`config.mk`:
```
export PLATFORM = sky130hd
export DESIGN_NAME = xoshiro256ss_prng_with_seeding_top
export DESIGN_NICKNAME = d
export VERILOG_FILES = /design/src/rtl/xss_pkg.sv /design/src/rtl/xoshiro256ss_prng_with_seeding_top.sv /design/src/rtl/xss_datapath.sv /design/src/rtl/xss_ctrl.sv
export SDC_FILE = /design/constraint.sdc
export NUM_CORES = 2
export LEC_CHECK = 0
export ABC_AREA = 1
export BUFFER_PORTS_ARGS = -buffer_cell sky130_fd_sc_hd__buf_2
export CORE_UTILIZATION = 59
export DETAILED_ROUTE_END_ITERATION = 12
export GPL_TIMING_DRIVEN = 0
export HOLD_SLACK_MARGIN = 0.1
export PLACE_DENSITY = 0.77
export SKIP_LAST_GASP = 1
export SYNTH_ARGS = -nofsm -noshare
export SYNTH_HDL_FRONTEND = slang
export SYNTH_SLANG_ARGS = --single-unit
export TNS_END_PERCENT = 5
```
`constraint.sdc`:
```
create_clock -name clk -period 9 [get_ports clk]
set_clock_uncertainty 0.15 [all_clocks]
set_input_delay 0.45 -clock clk [delete_from_list [all_inputs] [get_ports clk]]
set_output_delay 0.45 -clock clk [all_outputs]
set_load 0.1 [all_outputs]
```
`src/rtl/xss_pkg.sv`:
```
// shared types and constants for the xoshiro256** generator with splitmix64 seeding
// no dependencies
package xss_pkg;

  localparam int unsigned WordW = 64;
  localparam int unsigned FracW = 53;
  localparam int unsigned Lanes = 4;
  localparam int unsigned LaneW = 2;

  localparam logic [WordW-1:0] GoldenStep = 64'h9e3779b97f4a7c15;
  localparam logic [WordW-1:0] MixMulA    = 64'hbf58476d1ce4e5b9;
  localparam logic [WordW-1:0] MixMulB    = 64'h94d049bb133111eb;

  localparam int unsigned LaneShift = 17;
  localparam int unsigned LaneRot   = 45;
  localparam int unsigned FracDrop  = WordW - FracW;

  localparam logic CmdSeed = 1'b0;
  localparam logic CmdDraw = 1'b1;

  typedef enum logic [2:0] {
    ST_IDLE,
    ST_SEED_ADD,
    ST_MUL_LL,
    ST_MUL_LH,
    ST_MUL_HL,
    ST_MIX_XOR,
    ST_STORE
  } xss_state_t;

  typedef enum logic [1:0] {
    MUL_LL,
    MUL_LH,
    MUL_HL
  } mul_phase_t;

  typedef struct packed {
    logic             seed_load;
    logic             seed_add;
    logic             mul_en;
    mul_phase_t       mul_phase;
    logic             mul_sel_b;
    logic             mix_xor;
    logic             lane_store;
    logic [LaneW-1:0] lane;
    logic             draw;
  } xss_cmd_t;

endpackage

```
`src/rtl/xoshiro256ss_prng_with_seeding_top.sv`:
```
// draw: one beat per cycle when out_ready does not stall; the result is registered, valid the cycle after accept
// seed: busy over 9 steps per lane for all 4 lanes (multiplier shared as 32x32 partial products)
// with no result beat; input ready is low while seeding
// reset: synchronous active-low rst_n clears the four state words and the output valid
// top level, instantiates xss_ctrl and xss_datapath; depends on xss_pkg
module xoshiro256ss_prng_with_seeding_top (
  input  logic                      clk,
  input  logic                      rst_n,
  input  logic                      in_valid,
  output logic                      in_ready,
  input  logic                      in_command,
  input  logic [xss_pkg::WordW-1:0] in_seed_value,
  output logic                      out_valid,
  input  logic                      out_ready,
  output logic [xss_pkg::WordW-1:0] out_random_word,
  output logic [xss_pkg::FracW-1:0] out_uniform_bits
);
  import xss_pkg::*;

  xss_cmd_t cmd;

  xss_ctrl u_ctrl (
    .clk        (clk),
    .rst_n      (rst_n),
    .in_valid   (in_valid),
    .in_command (in_command),
    .in_ready   (in_ready),
    .out_valid  (out_valid),
    .out_ready  (out_ready),
    .cmd        (cmd)
  );

  xss_datapath u_datapath (
    .clk          (clk),
    .rst_n        (rst_n),
    .cmd          (cmd),
    .seed_value   (in_seed_value),
    .random_word  (out_random_word),
    .uniform_bits (out_uniform_bits)
  );

endmodule

```
`src/rtl/xss_datapath.sv`:
```
// datapath: generator words, splitmix64 accumulator with a shared 32x32 multiplier,
// draw scrambler and result register; depends on xss_pkg
module xss_datapath (
  input  logic                     clk,
  input  logic                     rst_n,
  input  xss_pkg::xss_cmd_t        cmd,
  input  logic [xss_pkg::WordW-1:0] seed_value,
  output logic [xss_pkg::WordW-1:0] random_word,
  output logic [xss_pkg::FracW-1:0] uniform_bits
);
  import xss_pkg::*;

  logic [WordW-1:0] words_r [Lanes];
  logic [WordW-1:0] words_nxt [Lanes];
  logic [WordW-1:0] acc_r, acc_nxt;
  logic [WordW-1:0] mix_r, mix_nxt;
  logic [WordW-1:0] prod_r, prod_nxt;
  logic [WordW-1:0] out_r, out_nxt;

  logic [WordW-1:0] acc_add;
  logic [WordW-1:0] mul_k;
  logic [31:0]      mul_a, mul_b;
  logic [63:0]      mul_p;
  logic [WordW-1:0] times5, rot7, scrambled, shifted, t2, t3;

  assign acc_add = acc_r + GoldenStep;
  assign mul_k   = cmd.mul_sel_b ? MixMulB : MixMulA;

  // one 32x32 partial product per cycle, cross terms only need their low half
  always_comb begin
    mul_a = mix_r[31:0];
    mul_b = mul_k[31:0];
    unique case (cmd.mul_phase)
      MUL_LL: begin
        mul_a = mix_r[31:0];
        mul_b = mul_k[31:0];
      end
      MUL_LH: begin
        mul_a = mix_r[31:0];
        mul_b = mul_k[63:32];
      end
      MUL_HL: begin
        mul_a = mix_r[63:32];
        mul_b = mul_k[31:0];
      end
      default: begin
        mul_a = mix_r[31:0];
        mul_b = mul_k[31:0];
      end
    endcase
  end

  assign mul_p = 64'(mul_a) * 64'(mul_b);

  // scrambler: rotl(s1*5, 7)*9 with shifts and adds
  assign times5    = words_r[1] + {words_r[1][WordW-3:0], 2'b00};
  assign rot7      = {times5[WordW-8:0], times5[WordW-1:WordW-7]};
  assign scrambled = rot7 + {rot7[WordW-4:0], 3'b000};
  assign shifted   = words_r[1] << LaneShift;
  assign t2        = words_r[2] ^ words_r[0];
  assign t3        = words_r[3] ^ words_r[1];

  always_comb begin
    acc_nxt  = acc_r;
    mix_nxt  = mix_r;
    prod_nxt = prod_r;
    out_nxt  = out_r;
    for (int i = 0; i < Lanes; i++) begin
      words_nxt[i] = words_r[i];
    end

    if (cmd.seed_load) begin
      acc_nxt = seed_value;
    end
    if (cmd.seed_add) begin
      acc_nxt = acc_add;
      mix_nxt = acc_add ^ (acc_add >> 30);
    end
    if (cmd.mul_en) begin
      if (cmd.mul_phase == MUL_LL) begin
        prod_nxt = mul_p;
      end else begin
        prod_nxt = prod_r + {mul_p[31:0], 32'h0};
      end
    end
    if (cmd.mix_xor) begin
      mix_nxt = prod_r ^ (prod_r >> 27);
    end
    if (cmd.lane_store) begin
      words_nxt[cmd.lane] = prod_r ^ (prod_r >> 31);
    end
    if (cmd.draw) begin
      out_nxt      = scrambled;
      words_nxt[0] = words_r[0] ^ t3;
      words_nxt[1] = words_r[1] ^ t2;
      words_nxt[2] = t2 ^ shifted;
      words_nxt[3] = {t3[WordW-LaneRot-1:0], t3[WordW-1:WordW-LaneRot]};
    end
  end

  always_ff @(posedge clk) begin
    if (!rst_n) begin
      for (int i = 0; i < Lanes; i++) begin
        words_r[i] <= '0;
      end
    end else begin
      for (int i = 0; i < Lanes; i++) begin
        words_r[i] <= words_nxt[i];
      end
    end
  end

  always_ff @(posedge clk) begin
    acc_r  <= acc_nxt;
    mix_r  <= mix_nxt;
    prod_r <= prod_nxt;
    out_r  <= out_nxt;
  end

  assign random_word  = out_r;
  assign uniform_bits = out_r[WordW-1:FracDrop];

endmodule

```
`src/rtl/xss_ctrl.sv`:
```
// controller: handshake, seed sequencer over lanes and multiply phases, result valid
// depends on xss_pkg
module xss_ctrl (
  input  logic              clk,
  input  logic              rst_n,
  input  logic              in_valid,
  input  logic              in_command,
  output logic              in_ready,
  output logic              out_valid,
  input  logic              out_ready,
  output xss_pkg::xss_cmd_t cmd
);
  import xss_pkg::*;

  xss_state_t       state_r, state_nxt;
  logic [LaneW-1:0] lane_r, lane_nxt;
  logic             round_r, round_nxt;
  logic             out_valid_r, out_valid_nxt;
  logic             accept;

  assign in_ready  = (state_r == ST_IDLE) && (!out_valid_r || out_ready);
  assign accept    = in_valid && in_ready;
  assign out_valid = out_valid_r;

  always_comb begin
    state_nxt     = state_r;
    lane_nxt      = lane_r;
    round_nxt     = round_r;
    out_valid_nxt = out_valid_r;
    cmd           = '0;
    cmd.mul_phase = MUL_LL;
    cmd.mul_sel_b = round_r;
    cmd.lane      = lane_r;

    if (out_valid_r && out_ready) begin
      out_valid_nxt = 1'b0;
    end

    unique case (state_r)
      ST_IDLE: begin
        if (accept) begin
          if (in_command == CmdDraw) begin
            cmd.draw      = 1'b1;
            out_valid_nxt = 1'b1;
          end else begin
            cmd.seed_load = 1'b1;
            lane_nxt      = '0;
            round_nxt     = 1'b0;
            state_nxt     = ST_SEED_ADD;
          end
        end
      end
      ST_SEED_ADD: begin
        cmd.seed_add = 1'b1;
        state_nxt    = ST_MUL_LL;
      end
      ST_MUL_LL: begin
        cmd.mul_en    = 1'b1;
        cmd.mul_phase = MUL_LL;
        state_nxt     = ST_MUL_LH;
      end
      ST_MUL_LH: begin
        cmd.mul_en    = 1'b1;
        cmd.mul_phase = MUL_LH;
        state_nxt     = ST_MUL_HL;
      end
      ST_MUL_HL: begin
        cmd.mul_en    = 1'b1;
        cmd.mul_phase = MUL_HL;
        state_nxt     = round_r ? ST_STORE : ST_MIX_XOR;
      end
      ST_MIX_XOR: begin
        cmd.mix_xor = 1'b1;
        round_nxt   = 1'b1;
        state_nxt   = ST_MUL_LL;
      end
      ST_STORE: begin
        cmd.lane_store = 1'b1;
        round_nxt      = 1'b0;
        lane_nxt       = lane_r + LaneW'(1);
        // last lane written ends the seed
        state_nxt      = (&lane_r) ? ST_IDLE : ST_SEED_ADD;
      end
      default: begin
        state_nxt = ST_IDLE;
      end
    endcase
  end

  always_ff @(posedge clk) begin
    if (!rst_n) begin
      state_r     <= ST_IDLE;
      lane_r      <= '0;
      round_r     <= 1'b0;
      out_valid_r <= 1'b0;
    end else begin
      state_r     <= state_nxt;
      lane_r      <= lane_nxt;
      round_r     <= round_nxt;
      out_valid_r <= out_valid_nxt;
    end
  end

endmodule

```
==> flow_summary.ini <==
[floorplanning]
die-width_um = 346
die_h_um = 346
core_um2 = 117000
ios = 188
initial_utilization_pct = 59.8
core.rowCount = 125
dieArea_um2 = 120000

[critical_path]
critPathLaunchType = flop
crit_top_cell = fa_1
cp_num_buf_inv = 10
worst-setup-path-type = flop to flop
crit_cells = 30
crit_family = adder cells
crit_path_top_delay_cell = fa_1
slowest_delay_ps = 900
cp.arrival_ps = 9620
path_max_fanout = 14
crit_path_end_kind = flop
crit_required_ps = 9300
r2r_cells = 30

[status]
status = finished, violations left
violations = negative setup slack

[place]
portBuffers = 187
place_inst = 11041
place.gp.congestion = 1.12
hpwl_um = 245000

[detailed_routing]
postRouteAntennaNets = 0
dr.pass1.iters = 10
via_per_inst = 6.22
wl_per_cell_um = 26.9
drt-initial-drc-count = 9970
wl_um = 307000
num_vias = 70715
post-route-drc-count = 0

[sta]
final_hold_viol_count = 0
slew_violations = 0
fmax_mhz = 107
rsz0062_at_grt = yes
period_share_pct = 104
max_slew.worst_pin.slew_ps = 1410
setup_viol = 19
setup_ws_ps = -317
slew_headroom_pct = 5.98
period_minus_slack_ps = 9320

[clock_network]
insertion_delay_ps = 730
clock-root-buffer = clkbuf_16
cts_tree = yes
cts_buffer_depth = 3
ctsHtreeMaxLevel = 2
clk_pin_slew_ps = 60
cts_buffers = 59
clock_sinks = 519

[finish]
fin_cells = 11376
regArea_um2 = 13000
syn2layout_area_growth_pct = 14.5
drive_above_1_share_pct = 11.1
layout.nets = 11184
multi_input_area_um2 = 50800
fillers = 9506

[logic_synthesis]
yosysTopAreaCellShare_pct = 23.8
ys_seq_area_share_pct = 18.6
synthArstFlopShare_pct = 0
synth_cell_types = 54
synth_largest_area_cell = fa_1
synth_area_um2 = 69800
synth_fp_nets = 10701
yosys_most_used_dff = dfxtp_1
yosys-top-cells-area = fa_1 (24%), edfxtp_1 (11%), inv_1 (9.8%)
ys_ff_latch = 519
synth_most_common_cell = inv_1
synth_edf_count = 256
syn_area_per_cell_um2 = 7.49
synth_common_cells = inv_1 (1828), nand2_1 (1675), nor2_1 (1098)
synth_cells = 9310
yosysWarnings = 0

[grt]
globalRouteTotalUtil_pct = 50.2
overflow = 0
grt_pass1_wl_um = 439000
grt_max_degree = 68
antenna_found_initial = 11
grt_pass1_vias = 68299

[job]
cap_viol_max_count = 0

[min_path]
worstHoldPathCells = 3
min_path_type = primary input to flop
-- final timing paths --
path / from / to / slack [ps]
worst max-delay path: u_ctrl.state_r[0] / u_datapath.prod_r[37] / -320
worst min-delay path: in_valid / u_datapath.acc_r[5] / 210
worst max register to register: u_ctrl.state_r[0] / u_datapath.prod_r[37] / -320
worst min register to register: u_datapath.words_r[2][22] / u_datapath.words_r[2][22] / 330
-- logic make-up after synthesis --
logic type,synth area share (%)
AO/OA/AOI/OAI,11.4
XOR/XNOR,4.83
adder cells (fa/ha/maj),32.6
buffers and inverters,12.1
flip-flops,18.6
multiplexers,0.161
AND/OR/NAND/NOR,20.3
-- per-layer routing --
layer | share of wire [%] | GRT usage (%) | vias to the layer above
met5 | 0.086 | 0 | -
met4 | 8.6 | 32.6 | 12
met3 | 17 | 22.2 | 1478
met2 | 39 | 69.9 | 5842
met1 | 35 | 62.8 | 33217
li1 | - | - | 30166
-- layout by cell type, fill, tap and decap left out, drive strengths merged, types with 92 or more instances in the layout --
cell type  count
a21oi        474
a31oi         92
buf          513
clkbuf       251
dfxtp        263
edfxtp       256
fa           829
ha           493
inv         1833
nand2       1676
nand3        454
nor2        1105
o21ai        657
xnor2        112
xor2         273
-- worst min-delay path, cell delays in order --
cell and delay [ps]:
buf_2 100, nand2_2 170, o21ai_4 150
-- state kept, by name, indices dropped and copies added, names as in the netlist --
signal and cells:
u_datapath.prod_r 64, u_datapath.mix_r 64, u_ctrl.lane_r 2, u_datapath.random_word 64
u_ctrl.round_r 1, u_datapath.acc_r 64, u_datapath.words_r 256, u_ctrl.out_valid 1
u_ctrl.state_r 3
-- through the flow --
step | instance area, um2 | setup WS [ps] | util, % | hold slack, ps | TNS (ps)
global placement | 72600 | -3890 | 62.2 | 319 | -197980
floorplan | 69800 | 20.0 | - | 308 | 0
finish | 79900 | -317 | 68.5 | 213 | -3070
global route | 79900 | -484 | 68.4 | 225 | -7010
CTS | 78500 | -145 | 67.3 | 189 | -1050
detailed placement | 72900 | -4000 | 62.5 | 325 | -143420
-- area by class of cell --
cell class                 instances  area share, %
multi-input combinational       6619           63.6
clock buffer                      77           1.97
sequential                       519           16.2
buffer                           327           2.57
timing repair buffer             426           3.90
antenna                           11         0.0345
clock inverter                    32          0.562
inverter                        1841           8.75
tap                             1524           2.39
-- repair_timing --
| item | in CTS | in global routing |
|---|---|---|
| hold endpoints to repair | 72 | 0 |
| gates cloned | 1 | 1 |
| pin swaps | 104 | 119 |
| hold buffers | 66 | 0 |
| buffers inserted | 90 | 60 |
| gates resized for setup | 572 | 211 |
| setup endpoints to repair | 56 | 33 |
Power is left out: the tool's default activity adds up to more than one toggle a clock period on the data nets, which glitch-free logic cannot reach.
